File: src/sv/assert_macros.svh
// assertion macros shared by the tile pattern expander modules
`ifndef ASSERT_MACROS_SVH
`define ASSERT_MACROS_SVH
`ifndef SYNTHESIS
`define TRPE_ASSERT_IMPL(label, trig, cond, msg) \
    label: assert property (@(posedge clk) disable iff (!rst_n) (trig) |-> (cond)) else $error(msg);
`define TRPE_ASSERT_NEXT(label, trig, cond, msg) \
    label: assert property (@(posedge clk) disable iff (!rst_n) (trig) |=> (cond)) else $error(msg);
`else
`define TRPE_ASSERT_IMPL(label, trig, cond, msg)
`define TRPE_ASSERT_NEXT(label, trig, cond, msg)
`endif
`endif

File: src/sv/trpe_pkg.sv
// shared types, constants and helper functions of the tile pattern expander
`default_nettype none

package trpe_pkg;

    localparam int CHARACTERS      = 256;
    localparam int CHAR_W          = $clog2(CHARACTERS);
    localparam int TILE_MEM_BYTES  = 16384;
    localparam int ADDR_W          = $clog2(TILE_MEM_BYTES);
    localparam int PALETTE_ENTRIES = 16;
    localparam int PAL_W           = $clog2(PALETTE_ENTRIES);
    localparam int GRID_COLUMNS    = 16;
    localparam int GRID_W          = $clog2(GRID_COLUMNS);

    localparam int CMD_W   = 2;
    localparam int DATA_W  = 8;
    localparam int COLOR_W = 32;
    localparam int X_W     = 13;
    localparam int Y_W     = 9;

    localparam int WIDTH_W      = 6;
    localparam int HEIGHT_W     = 6;
    localparam int BPP_W        = 4;
    localparam int ROW_BYTES_W  = 7;
    localparam int TILE_BYTES_W = 13;
    localparam int PROD_W       = CHAR_W + WIDTH_W;
    localparam int PIX_W        = 3;

    localparam int DIV_W = ADDR_W;
    localparam int DVS_W = TILE_BYTES_W;
    localparam int CNT_W = $clog2(DIV_W);

    localparam int S_TDATA_W = 56;
    localparam int M_TDATA_W = 64;
    localparam int S_TUSER_W = CMD_W;
    localparam int M_TUSER_W = 2;
    localparam int PADDR_W   = 4;
    localparam int PDATA_W   = 32;

    localparam int IN_DATA_LSB  = ADDR_W;
    localparam int IN_COLOR_LSB = ADDR_W + DATA_W;
    localparam int OUT_PAD_W    = M_TDATA_W - (X_W + Y_W + COLOR_W + DATA_W);

    localparam logic [WIDTH_W-1:0]  WIDTH_RESET  = WIDTH_W'(8);
    localparam logic [HEIGHT_W-1:0] HEIGHT_RESET = HEIGHT_W'(8);
    localparam logic [BPP_W-1:0]    BPP_RESET    = BPP_W'(1);
    localparam logic [ROW_BYTES_W-1:0]  ROW_BYTES_RESET  = ROW_BYTES_W'(1);
    localparam logic [TILE_BYTES_W-1:0] TILE_BYTES_RESET = TILE_BYTES_W'(8);

    localparam logic KIND_PIXEL = 1'b0;
    localparam logic KIND_READ  = 1'b1;
    localparam logic SURF_STRIP = 1'b0;
    localparam logic SURF_GRID  = 1'b1;

    typedef enum logic [CMD_W-1:0] {
        CMD_WRITE_TILE = 2'd0,
        CMD_READ_TILE  = 2'd1,
        CMD_WRITE_PAL  = 2'd2
    } cmd_t;

    typedef enum logic [1:0] {
        REG_TILE_WIDTH  = 2'd0,
        REG_TILE_HEIGHT = 2'd1,
        REG_BPP         = 2'd2
    } reg_idx_t;

    typedef enum logic [2:0] {
        ST_IDLE,
        ST_WAIT,
        ST_CHECK,
        ST_READ,
        ST_DIV_CHAR,
        ST_DIV_ROW,
        ST_POS,
        ST_EMIT
    } seq_state_t;

    typedef struct packed {
        logic             start;
        logic [DIV_W-1:0] dividend;
        logic [DVS_W-1:0] divisor;
    } div_req_t;

    typedef struct packed {
        logic             done;
        logic [DIV_W-1:0] quotient;
        logic [DVS_W-1:0] remainder;
    } div_rsp_t;

    typedef struct packed {
        logic              wr;
        logic              rd;
        logic [ADDR_W-1:0] addr;
        logic [DATA_W-1:0] wdata;
    } ram_req_t;

    // 2-bit channel level to 8-bit intensity
    function automatic logic [7:0] level8(input logic [1:0] lvl);
        logic [7:0] v;
        case (lvl)
            2'd0:    v = 8'h00;
            2'd1:    v = 8'h55;
            2'd2:    v = 8'hAA;
            default: v = 8'hFF;
        endcase
        return v;
    endfunction

    // aarrggbb byte to argb word
    function automatic logic [COLOR_W-1:0] argb_from_byte(input logic [DATA_W-1:0] b);
        return {level8(b[7:6]), level8(b[5:4]), level8(b[3:2]), level8(b[1:0])};
    endfunction

    function automatic logic bpp_valid(input logic [BPP_W-1:0] bpp);
        return (bpp == BPP_W'(1)) || (bpp == BPP_W'(2)) ||
               (bpp == BPP_W'(4)) || (bpp == BPP_W'(8));
    endfunction

    // log2 of pixels per byte
    function automatic logic [1:0] pix_shift(input logic [BPP_W-1:0] bpp);
        logic [1:0] s;
        case (bpp)
            BPP_W'(1): s = 2'd3;
            BPP_W'(2): s = 2'd2;
            BPP_W'(4): s = 2'd1;
            default:   s = 2'd0;
        endcase
        return s;
    endfunction

    function automatic logic [DATA_W-1:0] pix_mask(input logic [BPP_W-1:0] bpp);
        logic [DATA_W-1:0] m;
        case (bpp)
            BPP_W'(1): m = 8'h01;
            BPP_W'(2): m = 8'h03;
            BPP_W'(4): m = 8'h0F;
            default:   m = 8'h00;
        endcase
        return m;
    endfunction

endpackage

`default_nettype wire

File: src/sv/trpe_divider.sv
// shared restoring divider, one quotient bit per cycle
`default_nettype none
`include "assert_macros.svh"

module trpe_divider (
    input  wire logic                clk,
    input  wire logic                rst_n,
    input  wire trpe_pkg::div_req_t  req,
    output trpe_pkg::div_rsp_t       rsp
);

    logic                          busy_reg, busy_next;
    logic                          done_reg, done_next;
    logic [trpe_pkg::CNT_W-1:0]    cnt_reg, cnt_next;
    logic [trpe_pkg::DIV_W-1:0]    quo_reg, quo_next;
    logic [trpe_pkg::DVS_W-1:0]    rem_reg, rem_next;
    logic [trpe_pkg::DVS_W-1:0]    dvs_reg, dvs_next;
    logic [trpe_pkg::DVS_W:0]      shifted;
    logic [trpe_pkg::DVS_W:0]      diff;
    logic                          fits;

    assign shifted = {rem_reg, quo_reg[trpe_pkg::DIV_W-1]};
    assign fits    = shifted >= {1'b0, dvs_reg};
    assign diff    = shifted - {1'b0, dvs_reg};

    always_comb
    begin
        busy_next = busy_reg;
        done_next = 1'b0;
        cnt_next  = cnt_reg;
        quo_next  = quo_reg;
        rem_next  = rem_reg;
        dvs_next  = dvs_reg;
        if (req.start)
        begin
            busy_next = 1'b1;
            cnt_next  = '0;
            quo_next  = req.dividend;
            rem_next  = '0;
            dvs_next  = req.divisor;
        end
        else if (busy_reg)
        begin
            quo_next = {quo_reg[trpe_pkg::DIV_W-2:0], fits};
            rem_next = fits ? diff[trpe_pkg::DVS_W-1:0] : shifted[trpe_pkg::DVS_W-1:0];
            cnt_next = cnt_reg + 1'b1;
            if (cnt_reg == trpe_pkg::CNT_W'(trpe_pkg::DIV_W - 1))
            begin
                busy_next = 1'b0;
                done_next = 1'b1;
            end
        end
    end

    always_ff @(posedge clk or negedge rst_n)
    begin
        if (!rst_n)
        begin
            busy_reg <= 1'b0;
            done_reg <= 1'b0;
            cnt_reg  <= '0;
        end
        else
        begin
            busy_reg <= busy_next;
            done_reg <= done_next;
            cnt_reg  <= cnt_next;
        end
    end

    always_ff @(posedge clk)
    begin
        quo_reg <= quo_next;
        rem_reg <= rem_next;
        dvs_reg <= dvs_next;
    end

    assign rsp.done      = done_reg;
    assign rsp.quotient  = quo_reg;
    assign rsp.remainder = rem_reg;

    `TRPE_ASSERT_IMPL(a_div_rem_below_divisor, done_reg, rem_reg < dvs_reg, "remainder not below divisor")
    `TRPE_ASSERT_IMPL(a_div_no_restart, req.start, !busy_reg, "divider restarted while busy")

endmodule

`default_nettype wire

File: config.mk
export PLATFORM = sky130hd
export DESIGN_NAME = trpe_divider
export DESIGN_NICKNAME = d
export VERILOG_FILES = /design/src/sv/trpe_pkg.sv /design/src/sv/trpe_divider.sv
export VERILOG_INCLUDE_DIRS = /design/src /design/src/sv
export SDC_FILE = /design/constraint.sdc
export NUM_CORES = 1
export LEC_CHECK = 0
export BUFFER_PORTS_ARGS = -buffer_cell sky130_fd_sc_hd__buf_2
export CORE_MARGIN = 5
export CORE_UTILIZATION = 54
export DETAILED_ROUTE_END_ITERATION = 8
export PLACE_DENSITY_LB_ADDON = 0.12
export SLEW_MARGIN = 20
export SYNTH_ARGS = -nofsm -noshare
export SYNTH_HDL_FRONTEND = slang
export SYNTH_SLANG_ARGS = --single-unit
File: constraint.sdc
create_clock -name clk -period 2.9 [get_ports clk]
set_input_delay 0.145 -clock clk [delete_from_list [all_inputs] [get_ports clk]]
set_output_delay 0.145 -clock clk [all_outputs]
set_load 0.03 [all_outputs]
# --- After elaboration in Yosys (flattened, before gate mapping) ---
# Index checks and enable logic that the tools add are counted.
classes:
  add_sub_neg: 2
  n_lt_le_gt_ge: 1
  eq_ne: 1
  muxes: 11
  reduce_logical: 1
ops:
  columns: ["op", "n"]
  rows:
  - ["$mux W14", 2]
  - ["$ge A14 B13 Y1", 1]
  - ["$mux W13", 1]
  - ["$sub A13 B13 Y13", 1]
  - ["$mux W4", 2]
  - ["$mux W1", 6]
  - ["$add A4 B1 Y4 const B", 1]
  - ["$eq A4 B4 Y1 const B", 1]
  - ["$reduce_bool A2 Y1", 1]
word_totals:
  reg_bits: 46
  inputBits: 30
  out_inout_bits: 28
  elab_cells: 22

# --- Logic depth before layout (Yosys ltp) ---
depth:
  ltp_word: 4
  mapped_depth: 11
  mapped_depth_nobuf: 10

# --- Worst setup path after synthesis ---
# OpenSTA, ideal clock, no wires.
synth_timing:
  path_kind: "reg2reg"
  startpoint: "register quo_reg[13] (netlist name)"
  endpoint: "register rem_reg[11] (netlist name)"
  setup_ps: 88
  arrival_time_ps: 2529
  required_ps: 2812
  path_slack_ps: 283
  stages_incl_launch_ff: 12
  n_path_buf: 1
  period_less_slack_ps: 2617
  path_cell_list: "edfxtp_1 -> inv_1 -> ha_1 -> inv_1 -> fa_1 -> a211oi_1 -> o21ai_1 -> a21oi_2 -> a21o_1 -> buf_2 -> nand3_1 -> a311oi_2"
synth_via:
  elab_chain_len: 2
  elab_cells_between_ends: 3
  classes_between: "1 x add/sub; 1 x order compare; 1 x mux"
synth_lines:
  columns: ["item", "line", "text"]
  rows:
  - ["start: declaration", "trpe_divider.sv:15", "logic [trpe_pkg::DIV_W-1:0] quo_reg, quo_next;"]
  - ["start signal: assignment", "trpe_divider.sv:73", "quo_reg <= quo_next;"]
  - ["$sub A13 B13 Y13 / $ge A14 B13 Y1 (equally long branches)", "trpe_divider.sv:24, trpe_divider.sv:23", null]
  - ["$mux W13 (*)", "trpe_divider.sv:45", "rem_next = fits ? diff[trpe_pkg::DVS_W-1:0] : shifted[trpe_pkg::DVS_W-1:0];"]
  - ["end signal: assignment", "trpe_divider.sv:74", "rem_reg <= rem_next;"]
  - ["end: declaration", "trpe_divider.sv:16", "logic [trpe_pkg::DVS_W-1:0] rem_reg, rem_next;"]
# Mark *: on every way between the ends. The rest lies on a longest branch, timed or not.
# A chain may end at the register's enable or synchronous reset.

# --- Final worst setup path ---
layout_timing:
  startpoint: "register quo_reg[13] (netlist name)"
  endpoint: "register quo_reg[0] (netlist name), data pin"
layout_via:
  elab_chain_len: 3
layout_lines:
  columns: ["item", "line", "text"]
  rows:
  - ["$ge A14 B13 Y1", "trpe_divider.sv:23", "assign fits = shifted >= {1'b0, dvs_reg};"]
  - ["$mux W14", "trpe_divider.sv:42", "else if (busy_reg)"]
  - ["$mux W14", "trpe_divider.sv:34", "if (req.start)"]
  - ["net quo_next, one bit", "trpe_divider.sv:15", null]
# The timed path passes the listed nets, and every way through them passes these cells. The select of a mux whose other input is x is not followed.

==> flow_metrics.tcl <==
set metrics [dict create \
    pin_count 58 \
    syn_to_final_growth_pct 16.8 \
    drc_errors 0 \
    maxCapViolations 0 \
    grt.total_usage_pct 18.8 \
    root_buffer "clkbuf_8" \
    pwr-share-seq_pct 34.3 \
    start_util_pct 55.5 \
    crit_slowest_cell "fa_1" \
    first_pass_iters 6 \
    ys_warn_count 0 \
    num-fill-cells 392 \
    ys_types 52 \
    cts_resized 0 \
    finalMaxSlewViolations 0 \
    synth_nets 288 \
    drt-initial-drc-count 149 \
    multiInputGateArea_um2 1270 \
    netlist_instances 242 \
    cts_sinks 46 \
    final_util_pct 64.8 \
    path_max_fanout 4 \
    grt_max_degree 32 \
    vdd_drop_max_mv 0.488 \
    synthArstFlopShare_pct 13.0 \
    dp_hpwl_um 4040 \
    routed_wl_um 5550 \
    dieArea_um2 6340 \
    start_kind "flop" \
    grt_pass1_vias 1986 \
    yosysSeqAreaShare_pct 46.6 \
    num_rows 25 \
    largest_reg_flops 14 \
    die_h_um 79.7 \
    syn_avg_cell_area_um2 10.8 \
    setup_tns_ns 0 \
    drive_gt1_share_pct 33.0 \
    ys.flop_type "edfxtp_1" \
    hold_buffers 1 \
    worst_slew_pin_slew_ns 0.629 \
    ys_ff_latch 46 \
    cp-end-kind "flop" \
    routedWlPerCell_um 15.1 \
    outcome "complete, no violations" \
    crit_type "flop to flop" \
    nets 345 \
    p_int_w 0.00157 \
    path_buf_inv 2 \
    slowest_delay_ns 0.41 \
    switching_share_pct 42.5 \
    crit_top_cell "inv_1" \
    core_um2 4720 \
    hold_class "input port to flop" \
    post_cts_buffers 0 \
    finalHoldViolCount 0 \
    total_power_w 0.00274 \
    vias 2024 \
    grt.overflow.total 0 \
    skew_ns 0.00457 \
    setup_violations 0 \
    place.gp.congestion 0.835 \
    fp.dieW_um 79.7 \
    slew_headroom_pct 58.1 \
    power.density_nw_per_um2 894 \
    path_clk_slew_ns 0.09 \
    grt_pass1_wl_um 9380 \
    cts_tree "done" \
    rsz0062_at_grt "no" \
    cp.arrival_ns 2.66 \
    antenna_left 0 \
    synth_enable_flop_cells 27 \
    syn_area_um2 2620 \
    path_cells "inv_1, ha_1, inv_1, fa_1, a211oi_1, o21ai_1, a21oi_2, a21o_1, nand2_1, mux2_2" \
    fin_crit_ns 2.61 \
    fmax_mhz 383 \
    switching_power_w 0.00116 \
    path_delay_family "compound AO/OA/AOI/OAI gates" \
    cts_max_level 2 \
    clock_latency_ns 0.29 \
    p_clk_share_pct 14.2 \
    seqCellArea_um2 1220 \
    num_antenna_cells 0 \
    min_period_over_period_pct 90.1 \
    io_buffers 57 \
    p_comb_share_pct 51.5 \
    antenna_found_initial 0 \
    cts_buffers 5 \
    p_leak_nw 1.38 \
    clockBufferDepth 2 \
    via_per_inst 5.51 \
    required_ns 2.95 \
]
==> final cells by class <==
cell class / instances / share of cell area [%]
sequential: 46 / 39.9
clock buffer: 6 / 2.37
tap: 67 / 2.74
multi-input combinational: 166 / 41.6
inverter: 17 / 2.09
clock inverter: 2 / 0.450
timing repair buffer: 63 / 10.9
==> metal layers <==
layer	share of wire, %	global-route usage, %
met5	0	0
met4	0.94	5.33
met3	6.8	4.74
met1	48	26.7
met2	45	28.3
==> power by group through the flow <==
stage | Clock [W] | Sequential [W] | Combinational, W
6_report | 0.000389 | 0.000938 | 0.00141
5_1_grt | 0.000432 | 0.000960 | 0.00155
4_1_cts | 0.000401 | 0.000936 | 0.00141
3_5_place_dp | 0 | 0.000948 | 0.00139
3_3_place_gp | 0 | 0.000949 | 0.00138
2_1_floorplan | 0 | 0.00114 | 0.000880
==> Yosys cell counts (all sizes together) (2+ instances only) <==
cell    number  area (µm²)
edfxtp      27         811
inv         17        63.8
nor2        17        63.8
ha          15         188
mux2        15         169
nand3       14        70.1
dfxtp       13         260
o21ai       13        65.1
a311oi      12         130
a21oi       11        70.1
a21o         7        52.6
clkbuf       7        26.3
nand2        7        26.3
buf          6        36.3
dfrtp        6         150
xnor2        6        52.6
nor2b        5        31.3
xor2         5        43.8
a211oi       3        22.5
and3         3        23.8
nor3         3        15.0
or2          3        18.8
a31o         2        17.5
a31oi        2        12.5
nand4        2        12.5
nor4         2        12.5
o22ai        2        12.5
==> cells by family (layout without fill, tap and decap cells) <==
logic type	after synthesis	after routing	synth area share [%]
and+or+nand+nor	63	63	12.7
AOI/OAI and AO/OA	60	60	17.5
DFF	46	46	46.6
buffers and inverters	30	88	4.82
adders and majority gates	16	16	7.93
muxes	16	16	6.83
xor gates and xnor gates	11	11	3.68
==> through the flow <==
stage | std cells | setup slack [ns] | instance area (µm²) | hold WS (ns)
2_1_floorplan | 242 | 0.283 | 2620 | -0.151
3_3_place_gp | 358 | 0.393 | 2960 | -0.0258
3_5_place_dp | 358 | 0.318 | 2960 | -0.0227
4_1_cts | 367 | 0.281 | 3060 | 0.0118
5_1_grt | 367 | 0.0889 | 3060 | 0.00333
6_report | 367 | 0.286 | 3060 | 0.0216
==> cell usage in the layout (no fill, tap or decap), types with 3 or more instances in the layout <==
cell	synthesis	layout
ha_1	15	15
nor2_1	17	17
a211oi_1	3	3
dfxtp_1	13	13
a311oi_1	8	8
xnor2_1	6	6
xor2_1	5	5
buf_2	2	57
nand2_1	7	7
mux2_2	15	15
clkbuf_8	0	5
a21o_1	7	7
nor3_1	3	3
o21ai_1	10	10
buf_4	1	5
o21ai_0	3	3
nor2b_1	5	5
inv_1	17	17
dfrtp_1	6	6
edfxtp_1	27	27
nand3_1	14	14
or2_2	3	3
a311oi_2	4	4
a21oi_1	9	9
==> worst paths after layout <==
check | start | endpoint | slack (ns) | depth (start not counted)
worst max-delay path | quo_reg[13]$_DFFE_PP_ | quo_reg[0]$_DFFE_PP_ | 0.29 | 10
worst min-delay path | req[12] | dvs_reg[12]$_DFFE_PP_ | 0.02 | 1
worst max register to register | quo_reg[13]$_DFFE_PP_ | quo_reg[0]$_DFFE_PP_ | 0.29 | 10
worst min register to register | rem_reg[6]$_SDFFE_PP0P_ | rem_reg[6]$_SDFFE_PP0P_ | 0.52 | 2
max in group asynchronous | rst_n | busy_reg$_DFF_PN0_ | 2.57 | 2
min in group asynchronous | rst_n | cnt_reg[2]$_DFFE_PN0P_ | 0.19 | 2
Power figures use the tool's default switching activity.
